<file path="config.mk">
export PLATFORM = sky130hd
export DESIGN_NAME = topk_token_selector_flat
export DESIGN_NICKNAME = d
export VERILOG_FILES = /design/src/tks_pkg.sv /design/src/tks_score_if.sv /design/src/tks_token_if.sv /design/src/tks_queue.sv /design/src/tks_front.sv /design/src/tks_back.sv /design/src/topk_token_selector.sv /design/src/flat_wrapper.sv
export SDC_FILE = /design/constraint.sdc
export NUM_CORES = 2
export LEC_CHECK = 0
export BUFFER_PORTS_ARGS = -buffer_cell sky130_fd_sc_hd__buf_2
export CORE_UTILIZATION = 34
export DETAILED_ROUTE_END_ITERATION = 8
export GPL_ROUTABILITY_DRIVEN = 0
export PLACE_DENSITY_LB_ADDON = 0.3
export SLEW_MARGIN = 10
export SYNTH_ARGS = -nofsm -noshare
export SYNTH_HDL_FRONTEND = slang
export SYNTH_SLANG_ARGS = --single-unit
</file>
<file path="constraint.sdc">
create_clock -name i_clk -period 6.8 [get_ports i_clk]
set_clock_uncertainty 0.05 [all_clocks]
set_input_delay 1.02 -clock i_clk [delete_from_list [all_inputs] [get_ports i_clk]]
set_output_delay 1.02 -clock i_clk [all_outputs]
set_load 0.02 [all_outputs]
</file>
<file path="src/tks_pkg.sv">
package tks_pkg;

    localparam int DEF_K_MAX     = 16;
    localparam int DEF_VOCAB_MAX = 131072;

    localparam int SCORE_W     = 32;
    localparam int IDX_W       = 17;
    localparam int COUNT_W     = 5;
    localparam int CFG_IDX_W   = 1;
    localparam int CFG_DATA_W  = 5;
    localparam int QUEUE_DEPTH = 4;

    localparam logic [CFG_IDX_W-1:0] CFG_BEAM_MODE  = 1'b0;
    localparam logic [CFG_IDX_W-1:0] CFG_BEAM_COUNT = 1'b1;

    localparam logic [COUNT_W-1:0] BEAM_COUNT_RST = 5'd1;

    typedef struct packed {
        logic full;
        logic empty;
    } t_q_flags;

endpackage

</file>
<file path="src/tks_score_if.sv">
interface tks_score_if;
    import tks_pkg::*;

    logic                      valid;
    logic                      ready;
    logic signed [SCORE_W-1:0] score;
    logic                      last_score;

    modport source (output valid, output score, output last_score, input ready);
    modport sink   (input valid, input score, input last_score, output ready);
endinterface

</file>
<file path="src/tks_token_if.sv">
interface tks_token_if;
    import tks_pkg::*;

    logic                      valid;
    logic                      ready;
    logic        [IDX_W-1:0]   token_index;
    logic signed [SCORE_W-1:0] token_score;
    logic                      last_result;

    modport source (output valid, output token_index, output token_score,
                    output last_result, input ready);
    modport sink   (input valid, input token_index, input token_score,
                    input last_result, output ready);
endinterface

</file>
<file path="src/tks_queue.sv">
module tks_queue #(
    parameter int WIDTH = 8,
    parameter int DEPTH = 4
) (
    input  logic               i_clk,
    input  logic               i_rst_n,
    input  logic               i_push,
    input  logic [WIDTH-1:0]   i_data,
    input  logic               i_pop,
    output logic [WIDTH-1:0]   o_data,
    output tks_pkg::t_q_flags  o_flags
);
    import tks_pkg::*;

    localparam int PTR_W = (DEPTH > 1) ? $clog2(DEPTH) : 1;
    localparam int CNT_W = $clog2(DEPTH + 1);

    logic [WIDTH-1:0] r_mem [DEPTH];
    logic [PTR_W-1:0] r_wr;
    logic [PTR_W-1:0] r_rd;
    logic [CNT_W-1:0] r_cnt;

    always_ff @(posedge i_clk) begin
        if (i_push) begin
            r_mem[r_wr] <= i_data;
        end
    end

    always_ff @(posedge i_clk) begin
        if (!i_rst_n) begin
            r_wr  <= '0;
            r_rd  <= '0;
            r_cnt <= '0;
        end else begin
            if (i_push) begin
                r_wr <= (r_wr == PTR_W'(DEPTH - 1)) ? '0 : r_wr + 1'b1;
            end
            if (i_pop) begin
                r_rd <= (r_rd == PTR_W'(DEPTH - 1)) ? '0 : r_rd + 1'b1;
            end
            case ({i_push, i_pop})
                2'b10:   r_cnt <= r_cnt + 1'b1;
                2'b01:   r_cnt <= r_cnt - 1'b1;
                default: r_cnt <= r_cnt;
            endcase
        end
    end

    assign o_data        = r_mem[r_rd];
    assign o_flags.full  = (r_cnt == CNT_W'(DEPTH));
    assign o_flags.empty = (r_cnt == '0);

endmodule

</file>
<file path="src/tks_front.sv">
module tks_front #(
    parameter int VOCAB_MAX = tks_pkg::DEF_VOCAB_MAX
) (
    input  logic                  i_clk,
    input  logic                  i_rst_n,
    tks_score_if.sink             i_score_ch,
    input  tks_pkg::t_q_flags     i_flags,
    output logic                  o_push,
    output logic [tks_pkg::SCORE_W+$clog2(VOCAB_MAX+1)+1:0] o_entry
);
    import tks_pkg::*;

    localparam int CNT_W = $clog2(VOCAB_MAX + 1);

    logic [CNT_W-1:0] r_cnt;
    logic             keep;

    assign i_score_ch.ready = !i_flags.full;
    assign o_push           = i_score_ch.valid && !i_flags.full;

    // scores past the vocabulary limit are still queued, flagged not kept, so only their last mark counts
    assign keep    = (r_cnt < CNT_W'(VOCAB_MAX));
    assign o_entry = {i_score_ch.score, r_cnt, keep, i_score_ch.last_score};

    always_ff @(posedge i_clk) begin
        if (!i_rst_n) begin
            r_cnt <= '0;
        end else if (o_push) begin
            if (i_score_ch.last_score) begin
                r_cnt <= '0;
            end else if (keep) begin
                r_cnt <= r_cnt + 1'b1;
            end
        end
    end

endmodule

</file>
<file path="src/tks_back.sv">
module tks_back #(
    parameter int K_MAX     = tks_pkg::DEF_K_MAX,
    parameter int VOCAB_MAX = tks_pkg::DEF_VOCAB_MAX
) (
    input  logic                        i_clk,
    input  logic                        i_rst_n,
    input  logic [tks_pkg::SCORE_W+$clog2(VOCAB_MAX+1)+1:0] i_entry,
    input  tks_pkg::t_q_flags           i_flags,
    output logic                        o_pop,
    input  logic                        i_beam_mode,
    input  logic [tks_pkg::COUNT_W-1:0] i_beam_count,
    tks_token_if.source                 o_token_ch
);
    import tks_pkg::*;

    localparam int CNT_W  = $clog2(VOCAB_MAX + 1);
    localparam int ENT_W  = SCORE_W + CNT_W + 2;
    localparam int FILL_W = $clog2(K_MAX + 1);

    logic signed [SCORE_W-1:0] e_score;
    logic        [CNT_W-1:0]   e_idx;
    logic                      e_keep;
    logic                      e_last;

    logic signed [SCORE_W-1:0] r_best_score [K_MAX];
    logic        [IDX_W-1:0]   r_best_idx   [K_MAX];
    logic signed [SCORE_W-1:0] r_arr        [K_MAX];
    logic signed [SCORE_W-1:0] n_best_score [K_MAX];
    logic        [IDX_W-1:0]   n_best_idx   [K_MAX];
    logic        [K_MAX-1:0]   ge;

    logic [FILL_W-1:0] r_fill;
    logic [FILL_W-1:0] r_left;
    logic [FILL_W-1:0] r_arr_pos;
    logic              r_emit;
    logic              r_from_arr;

    logic                      r_out_valid;
    logic        [IDX_W-1:0]   r_out_idx;
    logic signed [SCORE_W-1:0] r_out_score;
    logic                      r_out_last;

    logic [FILL_W-1:0] k_eff;
    logic [CNT_W-1:0]  n_total;
    logic              beam_small;
    logic              emit_go;
    logic [IDX_W-1:0]  new_idx;

    assign e_score = i_entry[ENT_W-1 -: SCORE_W];
    assign e_idx   = i_entry[CNT_W+1:2];
    assign e_keep  = i_entry[1];
    assign e_last  = i_entry[0];
    assign new_idx = IDX_W'(e_idx);

    assign o_pop   = !i_flags.empty && !r_emit;
    assign emit_go = r_emit && (!r_out_valid || o_token_ch.ready);

    always_comb begin
        if (i_beam_count == '0) begin
            k_eff = FILL_W'(1);
        end else if (32'(i_beam_count) > 32'(K_MAX)) begin
            k_eff = FILL_W'(K_MAX);
        end else begin
            k_eff = FILL_W'(i_beam_count);
        end
    end

    assign n_total    = e_idx + CNT_W'(e_keep);
    assign beam_small = (32'(n_total) <= 32'(k_eff));

    // insertion: a cell holds if its score is at least the new one, the first cell
    // that does not takes the new word, and those below it move down by one
    always_comb begin
        for (int j = 0; j < K_MAX; j++) begin
            ge[j] = (32'(j) < 32'(r_fill)) && (r_best_score[j] >= e_score);
        end
        if (ge[0]) begin
            n_best_score[0] = r_best_score[0];
            n_best_idx[0]   = r_best_idx[0];
        end else begin
            n_best_score[0] = e_score;
            n_best_idx[0]   = new_idx;
        end
        for (int j = 1; j < K_MAX; j++) begin
            if (ge[j]) begin
                n_best_score[j] = r_best_score[j];
                n_best_idx[j]   = r_best_idx[j];
            end else if (ge[j-1]) begin
                n_best_score[j] = e_score;
                n_best_idx[j]   = new_idx;
            end else begin
                n_best_score[j] = r_best_score[j-1];
                n_best_idx[j]   = r_best_idx[j-1];
            end
        end
    end

    always_ff @(posedge i_clk) begin
        if (!i_rst_n) begin
            r_fill      <= '0;
            r_left      <= '0;
            r_arr_pos   <= '0;
            r_emit      <= 1'b0;
            r_from_arr  <= 1'b0;
            r_out_valid <= 1'b0;
        end else begin
            if (o_pop) begin
                if (e_keep && r_fill != FILL_W'(K_MAX)) begin
                    r_fill <= r_fill + 1'b1;
                end
                if (e_last) begin
                    r_emit    <= 1'b1;
                    r_arr_pos <= '0;
                    if (!i_beam_mode) begin
                        r_left     <= FILL_W'(1);
                        r_from_arr <= 1'b0;
                    end else if (beam_small) begin
                        // short vocabulary: everything, in index order
                        r_left     <= FILL_W'(n_total);
                        r_from_arr <= 1'b1;
                    end else begin
                        r_left     <= k_eff;
                        r_from_arr <= 1'b0;
                    end
                end
            end
            if (emit_go) begin
                r_out_valid <= 1'b1;
                r_left      <= r_left - 1'b1;
                r_arr_pos   <= r_arr_pos + 1'b1;
                if (r_left == FILL_W'(1)) begin
                    r_emit <= 1'b0;
                    r_fill <= '0;
                end
            end else if (o_token_ch.ready) begin
                r_out_valid <= 1'b0;
            end
        end
    end

    always_ff @(posedge i_clk) begin
        if (o_pop && e_keep) begin
            r_best_score <= n_best_score;
            r_best_idx   <= n_best_idx;
            for (int j = 0; j < K_MAX; j++) begin
                if (32'(e_idx) == 32'(j)) begin
                    r_arr[j] <= e_score;
                end
            end
        end
        if (emit_go) begin
            r_out_last <= (r_left == FILL_W'(1));
            if (r_from_arr) begin
                r_out_idx   <= IDX_W'(r_arr_pos);
                r_out_score <= r_arr[0];
                for (int j = 0; j < K_MAX - 1; j++) begin
                    r_arr[j] <= r_arr[j+1];
                end
            end else begin
                r_out_idx   <= r_best_idx[0];
                r_out_score <= r_best_score[0];
                for (int j = 0; j < K_MAX - 1; j++) begin
                    r_best_score[j] <= r_best_score[j+1];
                    r_best_idx[j]   <= r_best_idx[j+1];
                end
            end
        end
    end

    assign o_token_ch.valid       = r_out_valid;
    assign o_token_ch.token_index = r_out_idx;
    assign o_token_ch.token_score = r_out_score;
    assign o_token_ch.last_result = r_out_last;

    a_fill_bound: assert property (@(posedge i_clk) disable iff (!i_rst_n)
        r_fill <= FILL_W'(K_MAX))
        else $error("best list fill beyond capacity");

    a_emit_left: assert property (@(posedge i_clk) disable iff (!i_rst_n)
        r_emit |-> (r_left != '0))
        else $error("emitting with nothing left to send");

    a_emit_end: assert property (@(posedge i_clk) disable iff (!i_rst_n)
        $fell(r_emit) |-> (r_out_valid && r_out_last))
        else $error("selection ended without a final word");

endmodule

</file>
<file path="src/topk_token_selector.sv">
// Streaming top-k / argmax token selector.
// i_score_ch takes one signed Q16.16 score per word, numbered from 0 within a
// vocabulary; last_score closes the vocabulary. o_token_ch returns the
// selection: in beam mode the beam_count best tokens, highest score first
// (ties: lower index first), or the whole vocabulary in index order if it is
// no longer than beam_count; in greedy mode the single best token.
// last_result marks the final word of each selection.
// Configuration (i_cfg_we, i_cfg_index, i_cfg_data): index 0 beam_mode,
// index 1 beam_count; write only while the block is idle.
// Throughput: one score per cycle until the queue fills during a selection.
// The insertion cells take one score a cycle and stop taking scores while a
// selection is shifted out, one word per cycle while the receiver is ready;
// a four-word queue ahead of the cells keeps i_score_ch ready meanwhile.
// The last score passes the queue, r_emit and then the output register.
// A stalled receiver holds the output word and, once the queue fills, drops
// i_score_ch.ready. Reset clears the counters and the queue, greedy mode,
// beam_count 1.
module topk_token_selector #(
    parameter int K_MAX     = tks_pkg::DEF_K_MAX,
    parameter int VOCAB_MAX = tks_pkg::DEF_VOCAB_MAX
) (
    input  logic                           i_clk,
    input  logic                           i_rst_n,
    tks_score_if.sink                      i_score_ch,
    tks_token_if.source                    o_token_ch,
    input  logic                           i_cfg_we,
    input  logic [tks_pkg::CFG_IDX_W-1:0]  i_cfg_index,
    input  logic [tks_pkg::CFG_DATA_W-1:0] i_cfg_data
);
    import tks_pkg::*;

    localparam int CNT_W = $clog2(VOCAB_MAX + 1);
    localparam int ENT_W = SCORE_W + CNT_W + 2;

    logic               r_beam_mode;
    logic [COUNT_W-1:0] r_beam_count;

    logic             push;
    logic             pop;
    logic [ENT_W-1:0] push_entry;
    logic [ENT_W-1:0] head_entry;
    t_q_flags         q_flags;

    always_ff @(posedge i_clk) begin
        if (!i_rst_n) begin
            r_beam_mode  <= 1'b0;
            r_beam_count <= BEAM_COUNT_RST;
        end else if (i_cfg_we) begin
            case (i_cfg_index)
                CFG_BEAM_MODE:  r_beam_mode  <= i_cfg_data[0];
                CFG_BEAM_COUNT: r_beam_count <= i_cfg_data[COUNT_W-1:0];
                default: ;
            endcase
        end
    end

    tks_front #(
        .VOCAB_MAX (VOCAB_MAX)
    ) u_front (
        .i_clk      (i_clk),
        .i_rst_n    (i_rst_n),
        .i_score_ch (i_score_ch),
        .i_flags    (q_flags),
        .o_push     (push),
        .o_entry    (push_entry)
    );

    tks_queue #(
        .WIDTH (ENT_W),
        .DEPTH (QUEUE_DEPTH)
    ) u_queue (
        .i_clk   (i_clk),
        .i_rst_n (i_rst_n),
        .i_push  (push),
        .i_data  (push_entry),
        .i_pop   (pop),
        .o_data  (head_entry),
        .o_flags (q_flags)
    );

    tks_back #(
        .K_MAX     (K_MAX),
        .VOCAB_MAX (VOCAB_MAX)
    ) u_back (
        .i_clk        (i_clk),
        .i_rst_n      (i_rst_n),
        .i_entry      (head_entry),
        .i_flags      (q_flags),
        .o_pop        (pop),
        .i_beam_mode  (r_beam_mode),
        .i_beam_count (r_beam_count),
        .o_token_ch   (o_token_ch)
    );

endmodule

</file>
<file path="src/flat_wrapper.sv">
// flat-port wrapper written by rule: the top's interface ports become plain ports
module topk_token_selector_flat import tks_pkg::*;
#(
    parameter int K_MAX     = tks_pkg::DEF_K_MAX,
    parameter int VOCAB_MAX = tks_pkg::DEF_VOCAB_MAX
)
  (i_clk, i_rst_n, i_cfg_we, i_cfg_index, i_cfg_data, i_score_ch_valid, i_score_ch_score, i_score_ch_last_score, i_score_ch_ready, o_token_ch_valid, o_token_ch_token_index, o_token_ch_token_score, o_token_ch_last_result, o_token_ch_ready);
  tks_score_if i_score_ch_i ();
  tks_token_if o_token_ch_i ();
  input  logic i_clk;
  input  logic i_rst_n;
  input  logic i_cfg_we;
  input  logic [tks_pkg::CFG_IDX_W-1:0] i_cfg_index;
  input  logic [tks_pkg::CFG_DATA_W-1:0] i_cfg_data;
  input wire logic [$bits(i_score_ch_i.valid)-1:0] i_score_ch_valid;
  input wire logic [$bits(i_score_ch_i.score)-1:0] i_score_ch_score;
  input wire logic [$bits(i_score_ch_i.last_score)-1:0] i_score_ch_last_score;
  output wire logic [$bits(i_score_ch_i.ready)-1:0] i_score_ch_ready;
  output wire logic [$bits(o_token_ch_i.valid)-1:0] o_token_ch_valid;
  output wire logic [$bits(o_token_ch_i.token_index)-1:0] o_token_ch_token_index;
  output wire logic [$bits(o_token_ch_i.token_score)-1:0] o_token_ch_token_score;
  output wire logic [$bits(o_token_ch_i.last_result)-1:0] o_token_ch_last_result;
  input wire logic [$bits(o_token_ch_i.ready)-1:0] o_token_ch_ready;
  assign i_score_ch_i.valid = i_score_ch_valid;
  assign i_score_ch_i.score = i_score_ch_score;
  assign i_score_ch_i.last_score = i_score_ch_last_score;
  assign i_score_ch_ready = i_score_ch_i.ready;
  assign o_token_ch_valid = o_token_ch_i.valid;
  assign o_token_ch_token_index = o_token_ch_i.token_index;
  assign o_token_ch_token_score = o_token_ch_i.token_score;
  assign o_token_ch_last_result = o_token_ch_i.last_result;
  assign o_token_ch_i.ready = o_token_ch_ready;
  topk_token_selector #(.K_MAX(K_MAX), .VOCAB_MAX(VOCAB_MAX)) u_core (.i_clk(i_clk), .i_rst_n(i_rst_n), .i_score_ch(i_score_ch_i), .o_token_ch(o_token_ch_i), .i_cfg_we(i_cfg_we), .i_cfg_index(i_cfg_index), .i_cfg_data(i_cfg_data));
endmodule
</file>
==> qor_table.md <==
| Stage | Result | Value |
|---|---|---|
| power | Relative contribution of the clock network to total power | 19.3% |
| timing | Crit path time final | 6.37 ns |
| synth | Number of enable flip-flop cells after synthesis | 819 |
| timing | Post-route fraction of the period consumed by the critical path | 93.7% |
| clock tree | Clock root cell | clkbuf_16 |
| synth | Mean post-synth cell area | 10.5 um2 |
| clock tree | Max Buffers Root-to-Sink | 3 |
| setup path | Worst Setup Start Kind | register |
| setup path | Max Fanout on Critical Path | 34 |
| status | Run status | complete, no violations |
| setup path | Required @ worst endpoint | 7.54 ns |
| setup path | Capture point of the worst reg-to-reg path | u_core.u_back.r_best_score[47] |
| power | LEAKAGE | 0.0378 uW |
| clock tree | Clock-pin transition on the worst setup and hold timing paths | 0.07 ns |
| detailed routing | Via density per instance | 5.70 |
| synth | Post-synthesis instance area | 0.0818 mm2 |
| detailed routing | Number of DRC violations after detailed routing | 0 |
| timing | Final sum of negative setup slack | 0 ns |
| global routing | Vias in the first global route | 60,821 |
| floorplanning | Die width | 493 um |
| synth | Total of warnings raised by yosys | 0 |
| power | Power spent charging and discharging nets | 22,500 uW |
| power | Logic gate share of total power | 48.4% |
| layout | Commonest cells after routing, fill and taps aside | 1,233 x nand2_1, 819 x edfxtp_1, 783 x dfxtp_1 |
| clock tree | Total CTS buffers | 178 |
| setup path | Arrival time of the worst setup path | 7.11 ns |
| synth | Post-synthesis sequential element count | 1,605 |
| synth | Number of distinct library cells after synthesis | 82 |
| place | Final HPWL from detailed placement | 178 mm |
| layout | Finished Layout Cells | 11,034 |
| clock tree | Number of clock sinks | 1,605 |
| clock tree | Hold buffer count at CTS | 0 |
| setup path | Slack of the worst reg-to-reg path | 0.43 ns |
| setup path | Nature of the critical path endpoint | register |
| detailed routing | Starting DRT DRC Count | 6,477 |
| floorplanning | Die boundary height | 493 um |
| min path | Hold crit path type | input pin to register |
| layout | Commonest non-fill, non-tap cell in the layout | nand2_1 |
| power | Overall power consumption | 51,400 uW |
| global routing | Total congestion overflow | 0 |
| power | Pwr/cell area | 559 mW/mm2 |
| global routing | Largest net degree at the start of global routing | 206 |
| power | Internal power component | 28,900 uW |
| synth | Cell count after synthesis | 7,800 |
| power | Switching power share of the total | 43.8% |
| place | IO buf count | 95 |
| synth | Portion of the post-synthesis area used by sequential elements | 49.3% |
| layout | Final layout net count | 8,286 |
| min path | Launch instance of the worst min-delay path | i_score_ch_score[19] |
| timing | Final setup violation count | 0 |
| clock tree | Deepest level of the CTS H-tree | 4 |
| power | Power share of the sequential group | 32.3% |
| global routing | Tot GR Track Use | 21.2% |
| setup path | WS Path Type | register to register |
| floorplanning | Placeable core region | 0.239 mm2 |
| floorplanning | Ports | 96 |
| timing | Final hold vios | 0 |
| timing | Worst hold slack | 0.330 ns |
| clock tree | Clock latency of the later-clocked register in the worst-skew pair | 0.87 ns |
| timing | Transition time of the tightest slew-check pin | 1.24 ns |
| min path | Hold EP | u_core.u_queue.r_mem[2][39] |
| detailed routing | Total wirelength of the detailed-routed design | 264 mm |
| detailed routing | DRT antenna net count | 0 |
| place | Cell Area, Placed | 0.0860 mm2 |
| flow run | Max capacitance violation total | 0 |
| floorplanning | Num rows | 179 |
| floorplanning | Die area | 0.243 mm2 |
| timing | Max Transition Viols Final | 0 |
| power | Worst-case vdd ir drop | 480 uV |
| synth | Synthesized net count | 8,376 |
| detailed routing | Routed wire per std cell | 23.9 um |
| layout | Design area | 0.0920 mm2 |
| detailed routing | Via count | 62,869 |
| setup path | Worst r2r path cells | 14 |
| place | Number of placed instances, taps included | 10,697 |
| min path | Number of cells on the worst hold path | 1 |
| synth | Most used flip-flop cell after synthesis | edfxtp_1 |
| global routing | First-pass GRT wire length | 396 mm |
| layout | Area growth from synthesis to layout | 12.4% |
| detailed routing | 1st-pass router iterations | 6 |
| synth | Share of flip-flops with an asynchronous set or reset after synthesis | 0% |
| timing | Setup repair after global routing missed its margin | no |
| floorplanning | Initial cell density of the core | 34.3% |
| global routing | Number of antenna violations at the first check in global routing | 12 |
| timing | Upper clock frequency limit | 157 MHz |
| layout | Fillcell total | 23,129 |
| layout | Fraction of layout cells with a size suffix above 1 | 10.9% |
| clock tree | TritonCTS clock tree | built |
| timing | Max-slew headroom at the worst pin | 17.4% |
-- registers in the layout (all words and copies together), names as in the netlist, named ones only --
| signal | flops |
|---|---|
| u_core.u_back.o_token_ch.last_result | 1 |
| u_core.u_back.r_from_arr | 1 |
| u_core.u_queue.r_rd | 2 |
| u_core.u_back.o_token_ch.token_index | 17 |
| u_core.u_back.o_token_ch.token_score | 32 |
| u_core.u_queue.r_cnt | 3 |
| u_core.r_beam_mode | 1 |
| u_core.u_back.r_arr_pos | 5 |
| u_core.u_back.r_left | 5 |
| u_core.u_back.o_token_ch.valid | 1 |
| u_core.u_back.r_emit | 1 |
| u_core.u_back.r_arr | 512 |
| u_core.u_back.r_best_score | 512 |
| u_core.u_queue.r_mem | 208 |
| u_core.u_back.r_best_idx | 272 |
| u_core.u_front.r_cnt | 18 |
| u_core.r_beam_count | 5 |
| u_core.u_back.r_fill | 5 |
| u_core.u_queue.r_wr | 2 |
-- synth_stat cells, types with 50 or more instances --
cell      count  area share [%]
a211oi_1    102            0.94
a21o_1      203             1.9
a21oi_1     413             2.5
a221o_1     146             1.8
a221oi_1    100             1.1
buf_2       114            0.70
clkbuf_1    393             1.8
dfxtp_1     786              19
edfxtp_1    819              30
ha_1        531             8.1
inv_1       191            0.88
mux2_2       84             1.2
mux2i_1     688             8.4
mux4_2       52             1.4
nand2_1    1236             5.7
nand3_1     150            0.92
nand4_1     113            0.86
nor2_1      435             2.0
nor2b_1      97            0.74
nor3_1      127            0.78
o211ai_1    121             1.1
o21ai_0     167             1.0
o221a_2      50            0.69
o221ai_1     50            0.54
o22ai_1     102            0.78
-- stage by stage --
stage	setup slack [ns]	utilization (%)
finish	0.430	38.6
global route	0.227	38.6
CTS	0.223	38.6
detailed placement	0.238	36.1
global placement	0.353	36.1
floorplan	0.278	-
-- power by group through the flow --
stage	sequential [uW]	combinational [uW]	clock, uW
final	16600	24900	9920
after global routing	16900	27200	10500
after CTS	16500	24600	10100
after detailed placement	16600	24500	0
after global placement	16600	23800	0
after floorplan	15500	17000	0
-- how the worst max path moves through the flow --
stage | startpoint | endpoint | cells after the start
3_5_place_dp | register | u_core.u_back.r_best_score[33] | 12
6_report | register | u_core.u_back.r_best_score[47] | 14
4_1_cts | register | u_core.u_back.r_best_score[47] | 12
5_1_grt | register | u_core.u_back.r_best_score[47] | 14
2_1_floorplan | register | u_core.u_back.r_best_idx[0] | 16
3_3_place_gp | register | u_core.u_back.r_best_score[46] | 12
-- area by class of cell --
| cell class | count | area, um2 | area share, % |
|---|---|---|---|
| antenna | 7 | 17.5 | 0.0190 |
| sequential | 1605 | 40300 | 43.9 |
| multi-input combinational | 5422 | 38600 | 42.0 |
| timing repair buffer | 311 | 2380 | 2.59 |
| tap | 3167 | 3960 | 4.31 |
| clock inverter | 82 | 957 | 1.04 |
| inverter | 192 | 723 | 0.786 |
| clock buffer | 248 | 4990 | 5.43 |
-- cells by family (layout without fill, tap and decap cells) --
group           Yosys count  after routing  share of synthesized area (%)
compound gates         1718           1718                           14.9
xor+xnor                 23             23                          0.246
fa+ha+maj               532            532                           8.14
buf+inv                 773            833                           4.12
flops                  1605           1605                           49.3
mux                     824            824                           11.0
other cells               0              7                              0
simple gates           2325           2325                           12.4
-- worst max-delay path, cell delays in order, from the launching register on --
cell and delay [ns]:
dfxtp_2 0.78, mux4_2 0.90, inv_1 0.56, buf_4 0.31, ha_1 0.29, nand4_1 0.15, nor4_2 0.71, nand4_1 0.48
nand2_1 0.20, nor2_1 0.05, and4_1 0.22, a211oi_4 0.16, and2_2 0.79, buf_4 0.41, a221o_1 0.20
-- what timing repair did --
| item | in CTS | in global routing |
|---|---|---|
| endpoints found under the hold margin | 0 | 0 |
| buffers inserted | 0 | 0 |
| setup endpoints to repair | 0 | 16 |
| resized for setup | 0 | 1 |
-- per-layer routing --
metal  GRT usage [%]  vias to the layer above  share of wire [%]
li1                -                    28820                  -
met1            29.8                    31362                 45
met2            32.6                     2214                 44
met3            3.71                      467                7.1
met4            7.65                        6                3.5
met5               0                        -              0.015
Note: power is estimated with default switching activity, not from simulation.
